$ cat config.mk
export PLATFORM = sky130hd
export DESIGN_NAME = banked_gpio_controller
export DESIGN_NICKNAME = d
export VERILOG_FILES = /design/src/rtl/bgc_pkg.sv /design/src/rtl/bgc_ram.sv /design/src/rtl/bgc_decode.sv /design/src/rtl/bgc_alu.sv /design/src/rtl/banked_gpio_controller.sv
export VERILOG_INCLUDE_DIRS = /design/src /design/src/rtl
export SDC_FILE = /design/constraint.sdc
export NUM_CORES = 2
export LEC_CHECK = 0
export ABC_AREA = 0
export ABC_CLOCK_PERIOD_IN_PS = 43100
export BUFFER_PORTS_ARGS = -buffer_cell sky130_fd_sc_hd__buf_4
export CAP_MARGIN = 20
export CORE_ASPECT_RATIO = 0.75
export CORE_MARGIN = 2
export CORE_UTILIZATION = 35
export DETAILED_ROUTE_END_ITERATION = 8
export SLEW_MARGIN = 10
export SYNTH_ARGS = -nofsm -noshare
export SYNTH_HDL_FRONTEND = slang
export SYNTH_SLANG_ARGS = --single-unit
$ cat constraint.sdc
create_clock -name i_clk -period 43.1 [get_ports i_clk]
set_input_delay 2.155 -clock i_clk [delete_from_list [all_inputs] [get_ports i_clk]]
set_output_delay 2.155 -clock i_clk [all_outputs]
set_load 0.05 [all_outputs]
$ cat src/rtl/banked_gpio_controller_assert.svh
// assertion macros for the gpio controller rtl
`ifndef BANKED_GPIO_CONTROLLER_ASSERT_SVH
`define BANKED_GPIO_CONTROLLER_ASSERT_SVH

`ifndef SYNTHESIS
// checked property, quiet while reset is held
`define BGC_ASSERT(lbl, clk, rst_n, prop, msg) \
    lbl: assert property (@(posedge clk) disable iff (!rst_n) prop) else $error(msg);
// checked property, also evaluated during reset
`define BGC_ASSERT_ALWAYS(lbl, clk, prop, msg) \
    lbl: assert property (@(posedge clk) prop) else $error(msg);
`else
`define BGC_ASSERT(lbl, clk, rst_n, prop, msg)
`define BGC_ASSERT_ALWAYS(lbl, clk, prop, msg)
`endif

`endif

$ cat src/rtl/bgc_pkg.sv
package bgc_pkg;

    // operation codes
    localparam logic [2:0] OP_WORD_RD = 3'd0;
    localparam logic [2:0] OP_WORD_WR = 3'd1;
    localparam logic [2:0] OP_PIN_RD  = 3'd2;
    localparam logic [2:0] OP_PIN_WR  = 3'd3;
    localparam logic [2:0] OP_SAMPLE  = 3'd4;

    // register type codes
    localparam logic [2:0] REG_OUT    = 3'd0;
    localparam logic [2:0] REG_OE     = 3'd1;
    localparam logic [2:0] REG_IN     = 3'd2;
    localparam logic [2:0] REG_DETECT = 3'd3;
    localparam logic [2:0] REG_POL    = 3'd4;
    localparam logic [2:0] REG_ENABLE = 3'd5;
    localparam logic [2:0] REG_CLEAR  = 3'd6;
    localparam logic [2:0] REG_STATUS = 3'd7;

    // word slots inside one bank entry of the state memory
    localparam int         N_WORDS = 7;
    localparam logic [2:0] W_OUT   = 3'd0;
    localparam logic [2:0] W_OE    = 3'd1;
    localparam logic [2:0] W_LEVEL = 3'd2;
    localparam logic [2:0] W_DET   = 3'd3;
    localparam logic [2:0] W_POL   = 3'd4;
    localparam logic [2:0] W_EN    = 3'd5;
    localparam logic [2:0] W_STAT  = 3'd6;

    // pin layout of the banks
    localparam int TABLE_BANKS = 6;
    localparam logic [6:0] BANK_LO_PIN [TABLE_BANKS] =
        '{7'd0, 7'd16, 7'd43, 7'd68, 7'd95, 7'd107};
    localparam logic [6:0] BANK_HI_PIN [TABLE_BANKS] =
        '{7'd15, 7'd42, 7'd67, 7'd94, 7'd106, 7'd121};

    typedef struct packed {
        logic [2:0]  operation;
        logic [2:0]  bank;
        logic [2:0]  reg_type;
        logic [31:0] write_data;
        logic [6:0]  pin_number;
        logic        pin_value;
        logic [31:0] pin_levels;
    } t_in_req;

    typedef struct packed {
        logic [31:0] read_data;
        logic        irq;
    } t_out_req;

    // decoded target of a request
    typedef struct packed {
        logic       hit;
        logic [2:0] bank;
        logic [4:0] bit_pos;
    } t_dec;

    // pins present in a bank, limited to the stored word width
    function automatic logic [31:0] bank_mask(input logic [2:0] b, input int wb);
        logic [31:0] m;
        int          n;
        m = '0;
        if (int'(b) < TABLE_BANKS) begin
            n = int'(BANK_HI_PIN[b]) - int'(BANK_LO_PIN[b]) + 1;
            m = (n >= 32) ? '1 : ((32'd1 << n) - 32'd1);
            if (wb < 32) begin
                m = m & ((32'd1 << wb) - 32'd1);
            end
        end
        return m;
    endfunction

endpackage

$ cat src/rtl/bgc_ram.sv
module bgc_ram
    import bgc_pkg::*;
#(
    parameter int WIDTH = 224,
    parameter int DEPTH = 6,
    parameter int AW    = 3
) (
    input  logic             i_clk,
    input  logic             i_rst_n,
    input  logic             i_rd_en,
    input  logic [AW-1:0]    i_raddr,
    output logic [WIDTH-1:0] o_rdata,
    input  logic             i_we,
    input  logic [AW-1:0]    i_waddr,
    input  logic [WIDTH-1:0] i_wdata
);

    logic [WIDTH-1:0] r_mem [DEPTH];
    logic [DEPTH-1:0] r_valid;
    logic [WIDTH-1:0] r_rdata;
    logic             r_rd_valid;

    // storage and registered read port
    always_ff @(posedge i_clk) begin
        if (i_we) begin
            r_mem[i_waddr] <= i_wdata;
        end
        if (i_rd_en) begin
            r_rdata <= r_mem[i_raddr];
        end
    end

    // per-entry valid bits, an unwritten entry reads as zero
    always_ff @(posedge i_clk) begin
        if (!i_rst_n) begin
            r_valid    <= '0;
            r_rd_valid <= 1'b0;
        end else begin
            if (i_we) begin
                r_valid[i_waddr] <= 1'b1;
            end
            if (i_rd_en) begin
                r_rd_valid <= r_valid[i_raddr];
            end
        end
    end

    assign o_rdata = r_rd_valid ? r_rdata : '0;

endmodule

$ cat src/rtl/bgc_decode.sv
module bgc_decode
    import bgc_pkg::*;
#(
    parameter int NUM_BANKS = 6,
    parameter int WORD_BITS = 32
) (
    input  t_in_req i_req,
    output t_dec    o_dec
);

    logic [6:0] pin_off;

    always_comb begin
        o_dec   = '0;
        pin_off = '0;
        unique case (i_req.operation) inside
            OP_WORD_RD, OP_WORD_WR, OP_SAMPLE: begin
                o_dec.hit  = (int'(i_req.bank) < NUM_BANKS) &&
                             (int'(i_req.bank) < TABLE_BANKS);
                o_dec.bank = i_req.bank;
            end
            OP_PIN_RD, OP_PIN_WR: begin
                // bank ranges are disjoint, at most one matches
                for (int i = 0; i < TABLE_BANKS; i++) begin
                    if (i_req.pin_number >= BANK_LO_PIN[i] &&
                        i_req.pin_number <= BANK_HI_PIN[i]) begin
                        pin_off       = i_req.pin_number - BANK_LO_PIN[i];
                        o_dec.bank    = 3'(i);
                        o_dec.bit_pos = pin_off[4:0];
                        o_dec.hit     = (i < NUM_BANKS) && (int'(pin_off) < WORD_BITS);
                    end
                end
            end
            default: begin
                o_dec = '0;
            end
        endcase
    end

endmodule

$ cat src/rtl/bgc_alu.sv
module bgc_alu
    import bgc_pkg::*;
#(
    parameter int WORD_BITS = 32
) (
    input  t_in_req                             i_req,
    input  t_dec                                i_dec,
    input  logic [WORD_BITS-1:0]                i_mask,
    input  logic [N_WORDS-1:0][WORD_BITS-1:0]   i_entry,
    output logic [N_WORDS-1:0][WORD_BITS-1:0]   o_entry,
    output logic                                o_we,
    output logic [31:0]                         o_read_data,
    output logic                                o_irq_bit
);

    logic                 has_reg;
    logic                 writable;
    logic [2:0]           idx;
    logic [WORD_BITS-1:0] cur;
    logic [WORD_BITS-1:0] cur_shift;
    logic [WORD_BITS-1:0] one;
    logic [WORD_BITS-1:0] wdata;
    logic [WORD_BITS-1:0] nw;
    logic [WORD_BITS-1:0] old;
    logic [WORD_BITS-1:0] pol;
    logic [WORD_BITS-1:0] det;
    logic [WORD_BITS-1:0] active;
    logic [WORD_BITS-1:0] edges;
    logic [WORD_BITS-1:0] hits;

    // register type to word slot
    always_comb begin
        has_reg = 1'b1;
        unique case (i_req.reg_type)
            REG_OUT:    idx = W_OUT;
            REG_OE:     idx = W_OE;
            REG_IN:     idx = W_LEVEL;
            REG_DETECT: idx = W_DET;
            REG_POL:    idx = W_POL;
            REG_ENABLE: idx = W_EN;
            REG_STATUS: idx = W_STAT;
            default: begin
                has_reg = 1'b0;
                idx     = W_OUT;
            end
        endcase
    end

    assign writable  = has_reg && (i_req.reg_type != REG_IN) && (i_req.reg_type != REG_STATUS);
    assign cur       = has_reg ? i_entry[idx] : '0;
    assign cur_shift = cur >> i_dec.bit_pos;
    assign one       = {{(WORD_BITS-1){1'b0}}, 1'b1} << i_dec.bit_pos;
    assign wdata     = i_req.write_data[WORD_BITS-1:0] & i_mask;

    // sample detection terms
    assign nw     = i_req.pin_levels[WORD_BITS-1:0] & i_mask;
    assign old    = i_entry[W_LEVEL];
    assign pol    = i_entry[W_POL];
    assign det    = i_entry[W_DET];
    assign active = (nw & pol) | (~nw & ~pol);
    assign edges  = ((nw & ~old) & pol) | ((~nw & old) & ~pol);
    assign hits   = (edges & det) | (active & ~det);

    // read-modify-write of one bank entry
    always_comb begin
        o_entry     = i_entry;
        o_we        = 1'b0;
        o_read_data = '0;
        if (i_dec.hit) begin
            unique case (i_req.operation)
                OP_WORD_RD: begin
                    o_read_data = 32'(cur & i_mask);
                end
                OP_WORD_WR: begin
                    o_we = 1'b1;
                    if (i_req.reg_type == REG_CLEAR) begin
                        o_entry[W_STAT] = i_entry[W_STAT] & ~wdata;
                    end else if (writable) begin
                        o_entry[idx] = wdata;
                    end
                end
                OP_PIN_RD: begin
                    o_read_data = {31'd0, cur_shift[0]};
                end
                OP_PIN_WR: begin
                    o_we = 1'b1;
                    if (i_req.reg_type == REG_CLEAR) begin
                        if (i_req.pin_value) begin
                            o_entry[W_STAT] = i_entry[W_STAT] & ~one;
                        end
                    end else if (writable) begin
                        o_entry[idx] = i_req.pin_value ? (i_entry[idx] | one)
                                                       : (i_entry[idx] & ~one);
                    end
                end
                OP_SAMPLE: begin
                    o_we             = 1'b1;
                    o_entry[W_STAT]  = i_entry[W_STAT] | (hits & i_mask);
                    o_entry[W_LEVEL] = nw;
                end
                default: begin
                    o_we = 1'b0;
                end
            endcase
        end
    end

    assign o_irq_bit = |(o_entry[W_STAT] & o_entry[W_EN]);

endmodule

$ cat src/rtl/banked_gpio_controller.sv
// banked gpio controller, 122 pins in six banks
// input channel: i_in_valid / o_in_stall carry one request (word or pin
//   access, or a bank input sample); it is taken when valid is high and
//   stall is low
// output channel: o_out_valid / i_out_stall return one result per request,
//   read data and the irq line as it stands after that request
// result path: the state memory read for a taken request is registered,
//   then the update and write-back happen as the result is registered
// request flow: one request at a time, held by the read-modify-write of
//   the bank memory; a new request is taken in the cycle after the
//   previous one wrote back, while its result may still wait
// receiver stall: the result holds in the output register; a request in
//   flight waits to complete until that register is free, and o_in_stall
//   stays high meanwhile
// reset: all bank words read as zero right after reset through per-bank
//   valid bits, no clearing pass; the irq summary is clear, both channels are empty
module banked_gpio_controller
    import bgc_pkg::*;
#(
    parameter int NUM_BANKS = 6,
    parameter int WORD_BITS = 32
) (
    input  logic     i_clk,
    input  logic     i_rst_n,
    input  logic     i_in_valid,
    output logic     o_in_stall,
    input  t_in_req  i_in_req,
    output logic     o_out_valid,
    input  logic     i_out_stall,
    output t_out_req o_out_req
);

    `include "banked_gpio_controller_assert.svh"

    localparam int AW    = (NUM_BANKS > 1) ? $clog2(NUM_BANKS) : 1;
    localparam int WIDTH = N_WORDS * WORD_BITS;

    t_dec                              dec_in;
    t_dec                              r_dec;
    t_in_req                           r_req;
    logic                              r_busy;
    logic                              r_out_valid;
    t_out_req                          r_out;
    logic [NUM_BANKS-1:0]              r_irq_bank;
    logic [NUM_BANKS-1:0]              n_irq_bank;
    logic                              accept;
    logic                              done;
    logic                              ram_we;
    logic [AW-1:0]                     raddr;
    logic [N_WORDS-1:0][WORD_BITS-1:0] rd_entry;
    logic [N_WORDS-1:0][WORD_BITS-1:0] wr_entry;
    logic [31:0]                       mask_word;
    logic [WORD_BITS-1:0]              mask;
    logic                              alu_we;
    logic [31:0]                       alu_rd;
    logic                              alu_irq;

    assign accept      = i_in_valid && !r_busy;
    assign done        = r_busy && (!r_out_valid || !i_out_stall);
    assign ram_we      = done && alu_we;
    assign o_in_stall  = r_busy;
    assign o_out_valid = r_out_valid;
    assign o_out_req   = r_out;

    // request decode on the input side, drives the memory read address
    bgc_decode #(
        .NUM_BANKS(NUM_BANKS),
        .WORD_BITS(WORD_BITS)
    ) u_decode (
        .i_req(i_in_req),
        .o_dec(dec_in)
    );

    assign raddr = dec_in.hit ? dec_in.bank[AW-1:0] : '0;

    // bank state memory, one entry of all bank words per bank
    bgc_ram #(
        .WIDTH(WIDTH),
        .DEPTH(NUM_BANKS),
        .AW(AW)
    ) u_ram (
        .i_clk  (i_clk),
        .i_rst_n(i_rst_n),
        .i_rd_en(accept),
        .i_raddr(raddr),
        .o_rdata(rd_entry),
        .i_we   (ram_we),
        .i_waddr(r_dec.bank[AW-1:0]),
        .i_wdata(wr_entry)
    );

    assign mask_word = bank_mask(r_dec.bank, WORD_BITS);
    assign mask      = mask_word[WORD_BITS-1:0];

    // update of the bank entry read for the held request
    bgc_alu #(
        .WORD_BITS(WORD_BITS)
    ) u_alu (
        .i_req      (r_req),
        .i_dec      (r_dec),
        .i_mask     (mask),
        .i_entry    (rd_entry),
        .o_entry    (wr_entry),
        .o_we       (alu_we),
        .o_read_data(alu_rd),
        .o_irq_bit  (alu_irq)
    );

    // per-bank interrupt summary after this request
    always_comb begin
        n_irq_bank = r_irq_bank;
        if (ram_we) begin
            n_irq_bank[r_dec.bank[AW-1:0]] = alu_irq;
        end
    end

    // control state
    always_ff @(posedge i_clk) begin
        if (!i_rst_n) begin
            r_busy      <= 1'b0;
            r_out_valid <= 1'b0;
            r_irq_bank  <= '0;
        end else begin
            if (accept) begin
                r_busy <= 1'b1;
            end else if (done) begin
                r_busy <= 1'b0;
            end
            if (done) begin
                r_out_valid <= 1'b1;
            end else if (!i_out_stall) begin
                r_out_valid <= 1'b0;
            end
            r_irq_bank <= n_irq_bank;
        end
    end

    // held request and output payload
    always_ff @(posedge i_clk) begin
        if (accept) begin
            r_req <= i_in_req;
            r_dec <= dec_in;
        end
        if (done) begin
            r_out.read_data <= alu_rd;
            r_out.irq       <= |n_irq_bank;
        end
    end

    `BGC_ASSERT(a_accept_busy, i_clk, i_rst_n, accept |=> r_busy, "request taken but not held")
    `BGC_ASSERT(a_write_in_flight, i_clk, i_rst_n, ram_we |-> (r_busy && !accept), "memory write outside a request")
    `BGC_ASSERT(a_result_after_busy, i_clk, i_rst_n, $rose(r_out_valid) |-> $past(r_busy), "result without a request")
    `BGC_ASSERT(a_hold_on_stall, i_clk, i_rst_n, (r_busy && r_out_valid && i_out_stall) |=> r_busy, "request dropped while output full")
    `BGC_ASSERT_ALWAYS(a_reset_idle, i_clk, !i_rst_n |=> (!r_busy && !r_out_valid), "not idle after reset")

endmodule
==> reports/qor.txt <==
Total GRT Usage: 24.7%
compound-gate portion of the synthesized area: 15.2%
Hold Path Class: register to register
Syn. warnings: 0
area fraction of the dominant cell type after synthesis: 67.0%
clock-pin slew on the worst setup and hold paths: 0.06 ns
synthesized instance count: 5937
CTS tree: built
clock sinks: 1696
P_leak: 29.7 nW
kind of start point of the critical path: register
simple-gate share of the synthesized area: 9.24%
maxcap violations: 0
DRT iter0 DRCs: 9477
mux contribution to synthesized area: 4.83%
Layout Nets: 6076
first-pass GRT wire length: 390 mm
required time worst endpoint: 43.69 ns
switching power: 1.02 mW
largest family of logic cells by synthesized area: compound AO/OA/AOI/OAI gates
pin count of the biggest net entering global routing: 125
number of global-route vias before repair: 50.9k
die area: 0.219 mm^2
Worst-Skew Late Latency: 0.86 ns
# setup viols final: 0
Die Wd: 540 um
Adder-Cell Fraction of Synth Area: 0.448%
clock network power share: 37.8%
Starting Density: 35.2%
min setup slack post-route: 35.23 ns
Routed Wire Length: 280 mm
top_reg_cell synth: edfxtp_1
arrival time at the worst endpoint: 8.45 ns
Setup TNS Final: 0 ns
gr ovfl total: 0
Min Hold Slack: 0.456 ns
share of layout cells above drive strength 1: 11.1%
combinational share of power: 12.3%
worst-case clock buffer depth: 4
Switching Share: 26.9%
Layout Skew: 0.0899 ns
worst setup path class: register to register
Root Buffer Master: clkbuf_16
f_max: 0.127 GHz
final period utilization: 18.3%
Max-slew headroom: 11.9%
placed inst area: 0.0798 mm^2
total power: 3.80 mW
Inserted Clock Buffers: 171
Worst Tran Pin Value: 1.31 ns
worst-path fanout max: 48
Seq pwr share: 49.9%
WL/cell: 31.4 um
Post-synth EDFFs: 1681
Antenna Nets Post-Route: 0
post-CTS resize count: 0
Max VDD drop: 0.0328 mV
Syn Nets: 6049
Async S/R FF share, synth: 0%
routability cong.: 1.02
internal cell power: 2.78 mW
number of I/O pins: 120
First-pass DRT Iterations: 8
design area: 0.0850 mm^2
Die H: 406 um
placed insts: 8620
PD cells: 44.7 mW/mm^2
DRC viols: 0
unrepaired setup endpoints after global routing: false
# Post-CTS Setup Buffers: 0
Hold Fails Final Rpt: 0
final core utilization: 39.7%
min Tclk post-route: 7.87 ns
sequential fraction of the synthesis area: 67.4%
row cnt: 147
Hold Buf Count CTS: 0
CTS H-tree depth: 4
synthesis-stage register bit count: 1696
syn_area_per_cell: 12.7 um^2
area leader, netlist: edfxtp_1
Slew Limit Fails: 0
Area contributors post-synth: edfxtp_1, nand2_1, mux2i_1
Mapped Area: 0.0754 mm^2
Synth Area in XOR/XNOR: 0.466%
Cell variety after synth: 102
status: completed
PortBufs: 119
Via density: 6.20
initial antenna violation count: 9
CP Capture Type: register
hpwl dp: 169 mm
Vias: 55.3k
Layout Cells excl Fill: 8913
core area: 0.214 mm^2
Area growth syn-to-layout: 12.7%
pre-CTS setup slack: 34.87 ns
==> cell usage in the layout, fill, tap and decap left out, types with 58 or more instances in the layout <==
master     instances
nor2_1           296
edfxtp_1        1681
clkbuf_16        171
o22ai_1          153
a31oi_1           58
a21o_1           129
o21ai_0          508
a21oi_1          295
a2bb2oi_1        120
nand2_1          953
buf_4            265
nand3_1          135
mux2i_1          272
a32oi_1          125
==> kinds of logic after synthesis <==
kind of cell	after synthesis
adder cells (fa/ha/maj)	27
buffers and inverters	481
AO/OA/AOI/OAI	1733
XOR/XNOR	37
flip-flops	1696
AND/OR/NAND/NOR	1636
multiplexers	327
==> critical path, stage by stage (launching register included) <==
cell and delay (ns):
edfxtp_1 0.34, buf_4 0.37, buf_4 0.71, and4b_1 1.18, nand2_1 0.59, o41ai_1 0.52
a22oi_1 0.35, a32o_1 0.31, a2111oi_0 0.30, nand4_1 0.15, or4_1 0.66, a2111oi_0 0.89
and4_1 0.52, a211oi_1 0.12, or4b_1 0.56
==> flip-flops by register name, summed over array words and instances, names as in the netlist <==
name	flops
o_in_stall	1
o_out_req	33
o_out_valid	1
r_dec	9
r_irq_bank	6
r_req	71
u_ram.r_mem	1344
u_ram.r_rd_valid	1
u_ram.r_rdata	224
u_ram.r_valid	6
==> power by group through the flow <==
stage	Sequential (mW)	Clock, mW	Combinational [mW]
after floorplan	1.91	0	0.271
after global routing	1.89	1.52	0.485
final	1.89	1.44	0.467
after detailed placement	1.92	0	0.448
after global placement	1.92	0	0.443
after CTS	1.89	1.45	0.450
==> layer usage <==
| metal | global-route usage [%] | share of wire [%] | routed length [um] | up-vias |
|---|---|---|---|---|
| li1 | - | - | - | 22800 |
| met5 | 0.154 | 0.018 | 51 | - |
| met3 | 8.42 | 14 | 40300 | 782 |
| met2 | 35.4 | 42 | 116000 | 4276 |
| met4 | 10.5 | 4.7 | 13300 | 6 |
| met1 | 34.1 | 39 | 110000 | 27400 |
==> final timing paths <==
path / start / end / slack (ns) / cells past startpoint
max: r_req[73] / o_out_req[0] / 35.23 / 14
min: u_ram.r_valid[4] / u_ram.r_valid[4] / 0.46 / 1
max reg2reg: r_req[73] / o_out_req[0] / 35.23 / 14
min reg2reg: u_ram.r_valid[4] / u_ram.r_valid[4] / 0.46 / 1
==> cell usage after synthesis (all sizes together) (101+ instances only) <==
master,n
a21o,129
a21oi,302
a2bb2oi,120
a32oi,125
buf,101
clkbuf,324
edfxtp,1681
mux2i,272
nand2,960
nand3,137
nor2,309
o21ai,517
o22ai,154
==> final cells by class <==
class,count,area [um^2]
Inverter,56,228
Timing Repair Buffer,279,2190
Clock inverter,81,771
Clock buffer,205,4410
Fill cell,20000,129000
Sequential cell,1696,50800
Tap cell,2831,3540
Antenna cell,5,12.5
Multi-Input combinational cell,3760,23000
No activity file was read; power rests on OpenSTA's default activity.
